## config.mk

```make
export PLATFORM = sky130hd
export DESIGN_NAME = backtracking_grid_path_walker_flat
export DESIGN_NICKNAME = d
export VERILOG_FILES = /design/src/rtl/bgpw_pkg.sv /design/src/rtl/bgpw_req_if.sv /design/src/rtl/bgpw_rsp_if.sv /design/src/rtl/bgpw_step.sv /design/src/rtl/backtracking_grid_path_walker.sv /design/src/flat_wrapper.sv
export SDC_FILE = /design/constraint.sdc
export NUM_CORES = 2
export LEC_CHECK = 0
export BUFFER_PORTS_ARGS = -buffer_cell sky130_fd_sc_hd__buf_4
export CORE_ASPECT_RATIO = 1.2
export CORE_MARGIN = 1
export CORE_UTILIZATION = 50
export CTS_BUF_LIST = sky130_fd_sc_hd__clkbuf_4
export CTS_CLUSTER_DIAMETER = 200
export CTS_CLUSTER_SIZE = 30
export DETAILED_ROUTE_END_ITERATION = 6
export GPL_ROUTABILITY_DRIVEN = 0
export PLACE_DENSITY_LB_ADDON = 0.12
export SETUP_SLACK_MARGIN = 0.2
export SYNTH_ARGS = -nofsm -noshare
export SYNTH_HDL_FRONTEND = slang
export SYNTH_SLANG_ARGS = --single-unit
```

## constraint.sdc

```tcl
create_clock -name clock -period 22.2 [get_ports clock]
set_clock_uncertainty 0.15 [all_clocks]
set_input_delay 1.11 -clock clock [delete_from_list [all_inputs] [get_ports clock]]
set_output_delay 1.11 -clock clock [all_outputs]
set_load 0.05 [all_outputs]
```

## src/rtl/bgpw_pkg.sv

```systemverilog
package bgpw_pkg;

   localparam logic [3:0] ALL_TRIED = 4'hF;

   localparam logic [1:0] DIR_NORTH = 2'd0;
   localparam logic [1:0] DIR_SOUTH = 2'd1;
   localparam logic [1:0] DIR_EAST  = 2'd2;
   localparam logic [1:0] DIR_WEST  = 2'd3;

   typedef enum logic [2:0] {
      ST_REPEAT    = 3'd0,
      ST_REJECTED  = 3'd1,
      ST_ADVANCED  = 3'd2,
      ST_BACKTRACK = 3'd3,
      ST_DONE      = 3'd4,
      ST_STUCK     = 3'd5,
      ST_READ      = 3'd6
   } status_type;

   typedef enum logic [1:0] {
      OP_NONE    = 2'd0,
      OP_ADVANCE = 2'd1,
      OP_POP     = 2'd2
   } op_type;

   // facts about the walker state that the decision needs
   typedef struct packed {
      logic       is_read;
      logic [1:0] dir;
      logic       done;
      logic       completes;
      logic [3:0] tried;
      logic       in_bounds;
      logic       target_empty;
      logic       stack_room;
      logic       stack_empty;
      logic [1:0] top_dir;
      logic [3:0] top_tried;
   } step_in_type;

   typedef struct packed {
      status_type status;
      op_type     op;
      logic [3:0] tried_next;
      logic [3:0] push_tried;
      logic [1:0] moved_dir;
   } step_out_type;

endpackage

```

## src/rtl/bgpw_req_if.sv

```systemverilog
interface bgpw_req_if;
   logic       valid;
   logic       ready;
   logic       action;
   logic [1:0] direction;
   logic [7:0] cell_req;

   modport source (output valid, output action, output direction, output cell_req,
                   input ready);
   modport sink   (input valid, input action, input direction, input cell_req,
                   output ready);
endinterface

```

## src/rtl/bgpw_rsp_if.sv

```systemverilog
interface bgpw_rsp_if;
   logic       valid;
   logic       ready;
   logic [2:0] status;
   logic [7:0] position;
   logic [4:0] label_count;
   logic [1:0] moved_direction;
   logic [4:0] cell_label;

   modport source (output valid, output status, output position, output label_count,
                   output moved_direction, output cell_label, input ready);
   modport sink   (input valid, input status, input position, input label_count,
                   input moved_direction, input cell_label, output ready);
endinterface

```

## src/rtl/bgpw_step.sv

```systemverilog
module bgpw_step (
   input  bgpw_pkg::step_in_type  step_i,
   output bgpw_pkg::step_out_type step_o
);

   logic [3:0] dir_bit;
   logic [3:0] tried_or;
   logic       need_pop;

   assign dir_bit  = 4'b0001 << step_i.dir;
   assign tried_or = step_i.tried | dir_bit;

   always_comb begin
      step_o.status     = bgpw_pkg::ST_REPEAT;
      step_o.op         = bgpw_pkg::OP_NONE;
      step_o.tried_next = step_i.tried;
      step_o.push_tried = tried_or;
      step_o.moved_dir  = 2'd0;
      need_pop          = 1'b0;

      if (step_i.is_read) begin
         step_o.status = bgpw_pkg::ST_READ;
      end else if (step_i.done) begin
         step_o.status = bgpw_pkg::ST_DONE;
      end else if (step_i.tried == bgpw_pkg::ALL_TRIED) begin
         need_pop = 1'b1;
      end else if ((step_i.tried & dir_bit) != 4'd0) begin
         step_o.status = bgpw_pkg::ST_REPEAT;
      end else begin
         step_o.tried_next = tried_or;
         if (step_i.in_bounds && step_i.target_empty && step_i.stack_room) begin
            step_o.op         = bgpw_pkg::OP_ADVANCE;
            step_o.tried_next = 4'd0;
            step_o.moved_dir  = step_i.dir;
            step_o.status     = step_i.completes ? bgpw_pkg::ST_DONE
                                                 : bgpw_pkg::ST_ADVANCED;
         end else if (tried_or == bgpw_pkg::ALL_TRIED) begin
            need_pop = 1'b1;
         end else begin
            step_o.status = bgpw_pkg::ST_REJECTED;
         end
      end

      // dead end: undo the last move, or report stuck with an empty stack
      if (need_pop) begin
         if (step_i.stack_empty) begin
            step_o.status = bgpw_pkg::ST_STUCK;
         end else begin
            step_o.status     = bgpw_pkg::ST_BACKTRACK;
            step_o.op         = bgpw_pkg::OP_POP;
            step_o.tried_next = step_i.top_tried;
            step_o.moved_dir  = step_i.top_dir;
         end
      end
   end

endmodule

```

## src/rtl/backtracking_grid_path_walker.sv

```systemverilog
// Randomized backtracking self-avoiding walk on a GRID_SIDE x GRID_SIDE grid.
// The path starts at corner cell 0 (label 1). Each draw item (action 0) tries
// one direction from the head; a free neighbor gets the next label and the
// move is pushed, and once all four directions fail the last move is undone.
// A read item (action 1) returns the label of one cell. Every item gives
// exactly one response. The transfer edge issues the grid memory read (target
// cell or requested cell) and the stack-top read. Once the response register
// is free or being emptied, an edge decides, writes the grid and stack and
// loads the response register. The next request is taken once the current
// item is decided, even while its response still waits on rsp_ch. After reset
// the grid memory is swept once, one cell per cycle, over GRID_SIDE*GRID_SIDE
// cells (256 by default), during which req_ch.ready stays low.
module backtracking_grid_path_walker #(
   parameter int GRID_SIDE = 16,
   parameter int PATH_LEN  = 26
) (
   input logic        clock,
   input logic        reset,
   bgpw_req_if.sink   req_ch,
   bgpw_rsp_if.source rsp_ch
);

   localparam int NUM_CELLS = GRID_SIDE * GRID_SIDE;
   localparam int AW        = $clog2(NUM_CELLS);     // cell address
   localparam int RW        = $clog2(GRID_SIDE);     // row / column
   localparam int CW        = $clog2(PATH_LEN + 1);  // labels, counts
   localparam int SW        = $clog2(PATH_LEN);      // stack index

   // grid memory and move stack ({dir, tried} per entry)
   logic [CW-1:0] grid_mem [NUM_CELLS];
   logic [5:0]    stack_mem [PATH_LEN];

   // walker state
   logic [AW-1:0] head_pos_ff, head_pos_in;
   logic [RW-1:0] head_row_ff, head_row_in;
   logic [RW-1:0] head_col_ff, head_col_in;
   logic [CW-1:0] placed_ff, placed_in;
   logic [CW-1:0] depth_ff, depth_in;
   logic [3:0]    tried_ff;

   // sweep after reset
   logic          clr_active_ff;
   logic [AW-1:0] clr_addr_ff;

   // item in flight
   logic          busy_ff, busy_in;
   logic          act_ff;
   logic [1:0]    dir_ff;
   logic          inb_ff;
   logic          rdz_ff;
   logic [AW-1:0] addr_ff;
   logic [CW-1:0] grid_rd_ff;
   logic [5:0]    stk_rd_ff;

   // response register
   logic          rsp_valid_ff;
   logic [2:0]    status_ff;
   logic [7:0]    position_ff;
   logic [4:0]    count_ff;
   logic [1:0]    moved_ff;
   logic [4:0]    label_ff;

   logic          accept;
   logic          proc;
   logic [AW-1:0] tgt_addr;
   logic          tgt_inb;
   logic [AW-1:0] req_addr;
   logic          req_in_range;
   logic [AW-1:0] rd_addr;
   logic [SW-1:0] stk_rd_idx;

   logic          wr_en;
   logic [AW-1:0] wr_addr;
   logic [CW-1:0] wr_data;

   bgpw_pkg::step_in_type  step_in;
   bgpw_pkg::step_out_type step_out;

   // ---------------------------------------------------------------- handshakes
   assign req_ch.ready = !busy_ff && !clr_active_ff;
   assign accept       = req_ch.valid && req_ch.ready;
   // decide when the response register is free or being emptied
   assign proc         = busy_ff && (!rsp_valid_ff || rsp_ch.ready);

   // ---------------------------------------------------------------- read address
   always_comb begin
      tgt_addr = head_pos_ff;
      tgt_inb  = 1'b0;
      case (req_ch.direction)
         bgpw_pkg::DIR_NORTH: begin
            tgt_addr = head_pos_ff - AW'(GRID_SIDE);
            tgt_inb  = head_row_ff != RW'(0);
         end
         bgpw_pkg::DIR_SOUTH: begin
            tgt_addr = head_pos_ff + AW'(GRID_SIDE);
            tgt_inb  = head_row_ff != RW'(GRID_SIDE - 1);
         end
         bgpw_pkg::DIR_EAST: begin
            tgt_addr = head_pos_ff + AW'(1);
            tgt_inb  = head_col_ff != RW'(GRID_SIDE - 1);
         end
         default: begin
            tgt_addr = head_pos_ff - AW'(1);
            tgt_inb  = head_col_ff != RW'(0);
         end
      endcase
   end

   assign req_addr     = AW'(req_ch.cell_req);
   assign req_in_range = 32'(req_ch.cell_req) < 32'(NUM_CELLS);
   assign rd_addr      = req_ch.action ? req_addr : tgt_addr;
   assign stk_rd_idx   = SW'(depth_ff - CW'(1));

   // ---------------------------------------------------------------- capture
   always_ff @(posedge clock) begin
      if (accept) begin
         act_ff     <= req_ch.action;
         dir_ff     <= req_ch.direction;
         inb_ff     <= tgt_inb;
         rdz_ff     <= !req_in_range;
         addr_ff    <= rd_addr;
         grid_rd_ff <= grid_mem[rd_addr];
         stk_rd_ff  <= stack_mem[stk_rd_idx];
      end
   end

   // ---------------------------------------------------------------- decision
   always_comb begin
      step_in.is_read      = act_ff;
      step_in.dir          = dir_ff;
      step_in.done         = placed_ff == CW'(PATH_LEN);
      step_in.completes    = placed_ff == CW'(PATH_LEN - 1);
      step_in.tried        = tried_ff;
      step_in.in_bounds    = inb_ff;
      step_in.target_empty = grid_rd_ff == CW'(0);
      step_in.stack_room   = depth_ff < CW'(PATH_LEN);
      step_in.stack_empty  = depth_ff == CW'(0);
      step_in.top_dir      = stk_rd_ff[5:4];
      step_in.top_tried    = stk_rd_ff[3:0];
   end

   bgpw_step u_step (
      .step_i (step_in),
      .step_o (step_out)
   );

   // ---------------------------------------------------------------- next head
   always_comb begin
      head_pos_in = head_pos_ff;
      head_row_in = head_row_ff;
      head_col_in = head_col_ff;
      placed_in   = placed_ff;
      depth_in    = depth_ff;
      unique case (step_out.op)
         bgpw_pkg::OP_ADVANCE: begin
            head_pos_in = addr_ff;
            placed_in   = placed_ff + CW'(1);
            depth_in    = depth_ff + CW'(1);
            case (dir_ff)
               bgpw_pkg::DIR_NORTH: head_row_in = head_row_ff - RW'(1);
               bgpw_pkg::DIR_SOUTH: head_row_in = head_row_ff + RW'(1);
               bgpw_pkg::DIR_EAST:  head_col_in = head_col_ff + RW'(1);
               default:             head_col_in = head_col_ff - RW'(1);
            endcase
         end
         bgpw_pkg::OP_POP: begin
            placed_in = placed_ff - CW'(1);
            depth_in  = depth_ff - CW'(1);
            // step back opposite to the popped move
            case (stk_rd_ff[5:4])
               bgpw_pkg::DIR_NORTH: begin
                  head_row_in = head_row_ff + RW'(1);
                  head_pos_in = head_pos_ff + AW'(GRID_SIDE);
               end
               bgpw_pkg::DIR_SOUTH: begin
                  head_row_in = head_row_ff - RW'(1);
                  head_pos_in = head_pos_ff - AW'(GRID_SIDE);
               end
               bgpw_pkg::DIR_EAST: begin
                  head_col_in = head_col_ff - RW'(1);
                  head_pos_in = head_pos_ff - AW'(1);
               end
               default: begin
                  head_col_in = head_col_ff + RW'(1);
                  head_pos_in = head_pos_ff + AW'(1);
               end
            endcase
         end
         default: begin
         end
      endcase
   end

   // ---------------------------------------------------------------- grid write port
   always_comb begin
      wr_en   = 1'b0;
      wr_addr = clr_addr_ff;
      wr_data = CW'(0);
      if (clr_active_ff) begin
         wr_en   = 1'b1;
         wr_data = (clr_addr_ff == AW'(0)) ? CW'(1) : CW'(0);
      end else if (proc && step_out.op == bgpw_pkg::OP_ADVANCE) begin
         wr_en   = 1'b1;
         wr_addr = addr_ff;
         wr_data = placed_ff + CW'(1);
      end else if (proc && step_out.op == bgpw_pkg::OP_POP) begin
         wr_en   = 1'b1;
         wr_addr = head_pos_ff;
      end
   end

   always_ff @(posedge clock) begin
      if (wr_en) begin
         grid_mem[wr_addr] <= wr_data;
      end
   end

   always_ff @(posedge clock) begin
      if (proc && step_out.op == bgpw_pkg::OP_ADVANCE) begin
         stack_mem[depth_ff[SW-1:0]] <= {dir_ff, step_out.push_tried};
      end
   end

   // ---------------------------------------------------------------- control state
   always_comb begin
      busy_in = busy_ff;
      if (accept) begin
         busy_in = 1'b1;
      end else if (proc) begin
         busy_in = 1'b0;
      end
   end

   always_ff @(posedge clock) begin
      if (reset) begin
         clr_active_ff <= 1'b1;
         clr_addr_ff   <= '0;
         busy_ff       <= 1'b0;
         head_pos_ff   <= '0;
         head_row_ff   <= '0;
         head_col_ff   <= '0;
         placed_ff     <= CW'(1);
         depth_ff      <= '0;
         tried_ff      <= '0;
         rsp_valid_ff  <= 1'b0;
      end else begin
         busy_ff <= busy_in;
         if (clr_active_ff) begin
            clr_addr_ff <= clr_addr_ff + AW'(1);
            if (clr_addr_ff == AW'(NUM_CELLS - 1)) begin
               clr_active_ff <= 1'b0;
            end
         end
         if (proc) begin
            head_pos_ff  <= head_pos_in;
            head_row_ff  <= head_row_in;
            head_col_ff  <= head_col_in;
            placed_ff    <= placed_in;
            depth_ff     <= depth_in;
            tried_ff     <= step_out.tried_next;
            rsp_valid_ff <= 1'b1;
         end else if (rsp_ch.ready) begin
            rsp_valid_ff <= 1'b0;
         end
      end
   end

   // ---------------------------------------------------------------- response payload
   always_ff @(posedge clock) begin
      if (proc) begin
         status_ff   <= step_out.status;
         position_ff <= 8'(head_pos_in);
         count_ff    <= 5'(placed_in);
         moved_ff    <= step_out.moved_dir;
         label_ff    <= (act_ff && !rdz_ff) ? 5'(grid_rd_ff) : 5'd0;
      end
   end

   assign rsp_ch.valid           = rsp_valid_ff;
   assign rsp_ch.status          = status_ff;
   assign rsp_ch.position        = position_ff;
   assign rsp_ch.label_count     = count_ff;
   assign rsp_ch.moved_direction = moved_ff;
   assign rsp_ch.cell_label      = label_ff;

endmodule
```

## src/flat_wrapper.sv

```systemverilog
// flat-port wrapper written by rule: the top's interface ports become plain ports
module backtracking_grid_path_walker_flat 
#(
   parameter int GRID_SIDE = 16,
   parameter int PATH_LEN  = 26
)
  (clock, reset, req_ch_valid, req_ch_action, req_ch_direction, req_ch_cell_req, req_ch_ready, rsp_ch_valid, rsp_ch_status, rsp_ch_position, rsp_ch_label_count, rsp_ch_moved_direction, rsp_ch_cell_label, rsp_ch_ready);
  bgpw_req_if req_ch_i ();
  bgpw_rsp_if rsp_ch_i ();
  input logic clock;
  input logic reset;
  input wire logic [$bits(req_ch_i.valid)-1:0] req_ch_valid;
  input wire logic [$bits(req_ch_i.action)-1:0] req_ch_action;
  input wire logic [$bits(req_ch_i.direction)-1:0] req_ch_direction;
  input wire logic [$bits(req_ch_i.cell_req)-1:0] req_ch_cell_req;
  output wire logic [$bits(req_ch_i.ready)-1:0] req_ch_ready;
  output wire logic [$bits(rsp_ch_i.valid)-1:0] rsp_ch_valid;
  output wire logic [$bits(rsp_ch_i.status)-1:0] rsp_ch_status;
  output wire logic [$bits(rsp_ch_i.position)-1:0] rsp_ch_position;
  output wire logic [$bits(rsp_ch_i.label_count)-1:0] rsp_ch_label_count;
  output wire logic [$bits(rsp_ch_i.moved_direction)-1:0] rsp_ch_moved_direction;
  output wire logic [$bits(rsp_ch_i.cell_label)-1:0] rsp_ch_cell_label;
  input wire logic [$bits(rsp_ch_i.ready)-1:0] rsp_ch_ready;
  assign req_ch_i.valid = req_ch_valid;
  assign req_ch_i.action = req_ch_action;
  assign req_ch_i.direction = req_ch_direction;
  assign req_ch_i.cell_req = req_ch_cell_req;
  assign req_ch_ready = req_ch_i.ready;
  assign rsp_ch_valid = rsp_ch_i.valid;
  assign rsp_ch_status = rsp_ch_i.status;
  assign rsp_ch_position = rsp_ch_i.position;
  assign rsp_ch_label_count = rsp_ch_i.label_count;
  assign rsp_ch_moved_direction = rsp_ch_i.moved_direction;
  assign rsp_ch_cell_label = rsp_ch_i.cell_label;
  assign rsp_ch_i.ready = rsp_ch_ready;
  backtracking_grid_path_walker #(.GRID_SIDE(GRID_SIDE), .PATH_LEN(PATH_LEN)) u_core (.clock(clock), .reset(reset), .req_ch(req_ch_i), .rsp_ch(rsp_ch_i));
endmodule
```

==> results.md <==
- The run finished with clean final reports.
- The root buffer cell chosen for the clock tree is sky130_fd_sc_hd__clkbuf_4.
- Counting instances in the post-synthesis netlist gives the leading cell types as 1482 x sky130_fd_sc_hd__edfxtp_1, 581 x sky130_fd_sc_hd__nand2_1, 359 x sky130_fd_sc_hd__nor2_1.
- The die is 327 um wide.
- At the end of the flow, the number of nets in the layout was 4388.
- The first global-routing pass estimated 243 mm of wire.
- The layout overhead on the synthesized area is 3.53%.
- The worst-case vdd ir drop is 44.2 uV.
- The synthesized-area fraction occupied by ao, oa, aoi and oai cells is 9.02%.
- Once detail routing completed, the nets flagged for antenna violations numbered 0.
- The setup-violating endpoint count in the final report is 0.
- The first-pass iteration count of the detailed router is 6.
- The area share of and/or/nand/nor cells after synthesis is 8.06%.
- The number of warning messages in the yosys log is 0.
- The end-of-flow core utilization is 52.4%.
- The classification of the worst-slack hold path is primary input to flop.
- The multiplexer share of the synthesized area is 7.55%.
- The number of clock sinks is 1523.
- The final critical path takes up 32.4% of the cycle.
- The netlist uses 73 different library cells.
- Summing all placed instances gives a cell area of 65100 sq um.
- The total die area is 129000 sq um.
- The H-tree was split into 2 levels.
- The effective utilization at floorplan is 50.7%.
- The combinational family with the most area after synthesis is compound AO/OA/AOI/OAI gates.
- The synthesized flop and latch total is 1523.
- The per-cell via count in the routed design is 6.18.
- The largest net degree at the start of global routing is 202.
- Summed over all cells, the static leakage comes to 0.0216 uW.
- The critical path start-end classification is primary input to flop.
- The synthesized-area fraction occupied by adder cells is 0.512%.
- The worst path setup slack after routing is 15010 ps.
- The deepest clock path buffer count is 3.
- The worst setup path is launched from a primary input.
- Buffers placed on the I/O ports in this run total 39.
- After synthesis, the share of flip-flops with an asynchronous set or reset is 0%.
- The final hold violation count is 0.
- The area of all placed cells without fillers is 65800 sq um.
- The average instance in the mapped netlist occupies 14.2 sq um.
- The number of global-route vias before repair is 36.0k.
- Setup repair after global routing left no endpoint under its margin.
- Counting every instance in the synthesized netlist gives 4484.
- The data arrival time at the worst-slack endpoint is 8090 ps.
- The net count after synthesis is 4525.
- The sum of negative setup slack is 0 ps.
- The normalized max-slew margin is 13.8%.
- The global route total overflow is 0.
- The mean routed wirelength per cell is 27.4 um.
- The clock insertion delay at the later pin of the skew report is 1190 ps.
- In this run the standard cell core region covers 125000 sq um.
- The slew of the pin with the lowest slew margin is 1290 ps.
- The number of clock buffers added by TritonCTS is 56.
- The number of violations of the max-capacitance limit is 0.
- The worst setup path is captured at a flop.
- The synthesized design contains 1482 enable-type register cells.
- The number of slew-limit violations in the final report is 0.
- After clock tree synthesis, the clock-pin slew on the worst setup and hold paths is 320 ps.
- The cell area after synthesis is 63500 sq um.
- The share of synthesized area in the top cell type comes to 70.0%.
- After the first detailed-routing iteration, the DRC count stood at 4214.
- The I/O pin total is 40.
- The number of gates resized after CTS is 0.
- The initialized floorplan defines 142 standard-cell rows.
- The sequential fraction of the synthesis area is 71.3%.
- TritonCTS built the clock tree.
- The worst path in the final design needs a cycle of 7190 ps, including I/O delays and setup.
- The aggregate global-route resource usage is 25.5%.
- The post-DP HPWL is 99.7 mm.
- The vias after detailed routing is 37.3k.
- The XOR/XNOR share of the synthesized area is 0.441%.
- Post-CTS timing repair inserted 0 buffers for setup.
- The final routed wirelength across all metal layers is 165 mm.
- Data on the critical path is required at its endpoint by 23100 ps.
- The die extent in y is 393 um.
- On the final layout, the worst hold slack is 171 ps.
- Before CTS, the worst setup slack after placement is 14380 ps.
- In the synthesized netlist the dominant register cell turns out to be sky130_fd_sc_hd__edfxtp_1.
- Cells with a size suffix above 1 make up 6.75% of the layout.
- For this run, the top clock speed supported by timing is 139 MHz.
- The DRC violation count after routing is 0.
- The synthesized design spends more area on one cell type than any other, namely sky130_fd_sc_hd__edfxtp_1.
- Power spread over the standard cell area amounts to 67.8 nW/um^2.
- By area the synthesized netlist is led by sky130_fd_sc_hd__edfxtp_1 70%, sky130_fd_sc_hd__mux2i_1 5.5%, sky130_fd_sc_hd__nand2_1 3.4%, sky130_fd_sc_hd__a211oi_1 2.6%, sky130_fd_sc_hd__nor2_1 2.1%.
- In this run the worst path has a maximum fanout of 80.
- By instance count, the leading cell after synthesis is sky130_fd_sc_hd__edfxtp_1.
- The initial antenna violation count is 9.
-- cell type report --
type	instances	area (sq um)
tap	1656	2070
antenna	9	22.5
sequential	1523	45300
timing repair buffer	112	886
inverter	121	478
fill	10600	59700
clock buffer	80	601
multi-input combinational	2533	16400
clock inverter	1	8.76
-- cells by family after synthesis --
family / after synthesis
flops: 1523
simple gates: 1215
compound gates: 848
buf+inv: 428
mux: 412
xor+xnor: 32
fa+ha+maj: 26
-- path summary, 6_finish.rpt --
check | startpoint | to | slack [ps] | cells after the start
setup / recovery | req_ch_direction[0] | u_core.grid_rd_ff[4]$_DFFE_PP_ | 15010 | 17
hold reg to reg | u_core.tried_ff[1]$_SDFFE_PP0P_ | u_core.tried_ff[1]$_SDFFE_PP0P_ | 370 | 2
hold / removal | req_ch_action | u_core.act_ff$_DFFE_PP_ | 170 | 1
setup reg to reg | u_core.head_pos_ff[0]$_SDFFE_PP0P_ | u_core.grid_rd_ff[4]$_DFFE_PP_ | 15140 | 14
-- what timing repair did --
| action | 4_1_cts | 5_1_grt |
|---|---|---|
| hold endpoints to repair | 4 | 0 |
| setup endpoints to repair | 0 | 0 |
| hold buffers | 3 | 0 |
-- state kept, by name, summed over array words and instances (netlist names), 6 cells and up --
signal / count
u_core.grid_mem: 1280
u_core.stack_mem: 156
u_core.addr_ff: 8
u_core.clr_addr_ff: 8
u_core.head_pos_ff: 8
u_core.rsp_ch.position: 8
u_core.stk_rd_ff: 6
-- power by group --
| group | total (uW) | switching, uW | internal (uW) |
|---|---|---|---|
| combinational | 373 | 270 | 102 |
| sequential | 3140 | 1.64 | 3130 |
| clock | 951 | 790 | 161 |
| total | 4460 | 1060 | 3400 |
-- critical path: stages --
cell and delay [ps]:
sky130_fd_sc_hd__dlygate4sd3_1 530, sky130_fd_sc_hd__buf_4 130, sky130_fd_sc_hd__inv_1 60, sky130_fd_sc_hd__ha_1 290
sky130_fd_sc_hd__or2_2 370, sky130_fd_sc_hd__o21ai_4 150, sky130_fd_sc_hd__buf_4 710, sky130_fd_sc_hd__a21o_4 630
sky130_fd_sc_hd__buf_4 680, sky130_fd_sc_hd__buf_4 770, sky130_fd_sc_hd__buf_4 620, sky130_fd_sc_hd__a211oi_1 170
sky130_fd_sc_hd__a311oi_1 280, sky130_fd_sc_hd__a211oi_1 120, sky130_fd_sc_hd__nor4_1 930, sky130_fd_sc_hd__a211oi_1 210
sky130_fd_sc_hd__nor4_1 210
-- metal layers --
| layer | up-vias | share of wire, % | track usage, % |
|---|---|---|---|
| met3 | 223 | 6.3 | 3.26 |
| met4 | 4 | 3.2 | 7.68 |
| met2 | 1308 | 49 | 42.5 |
| met1 | 19100 | 42 | 35.0 |
| li1 | 16700 | - | - |
| met5 | - | 0.016 | 0 |
-- through the flow --
stage / cells / power, uW
4_1_cts: 6026 / 4480
3_3_place_gp: 5938 / 3560
5_1_grt: 6034 / 4590
6_report: 6035 / 4460
2_1_floorplan: 4484 / 3450
3_5_place_dp: 5942 / 3570
-- cell usage in the layout (no fill, tap or decap), drive strengths merged, types with 40 or more instances in the layout --
master / netlist / final
clkbuf: 123 / 80
o21ai: 81 / 81
a221oi: 65 / 65
a311oi: 51 / 51
nand3: 135 / 135
buf: 184 / 109
dfxtp: 41 / 41
edfxtp: 1482 / 1482
nand2: 581 / 581
mux2i: 350 / 350
a21oi: 238 / 238
o22ai: 40 / 40
inv: 121 / 122
nor2: 361 / 361
mux4: 53 / 53
a211oi: 217 / 217
No activity file was read; power rests on OpenSTA's default activity.
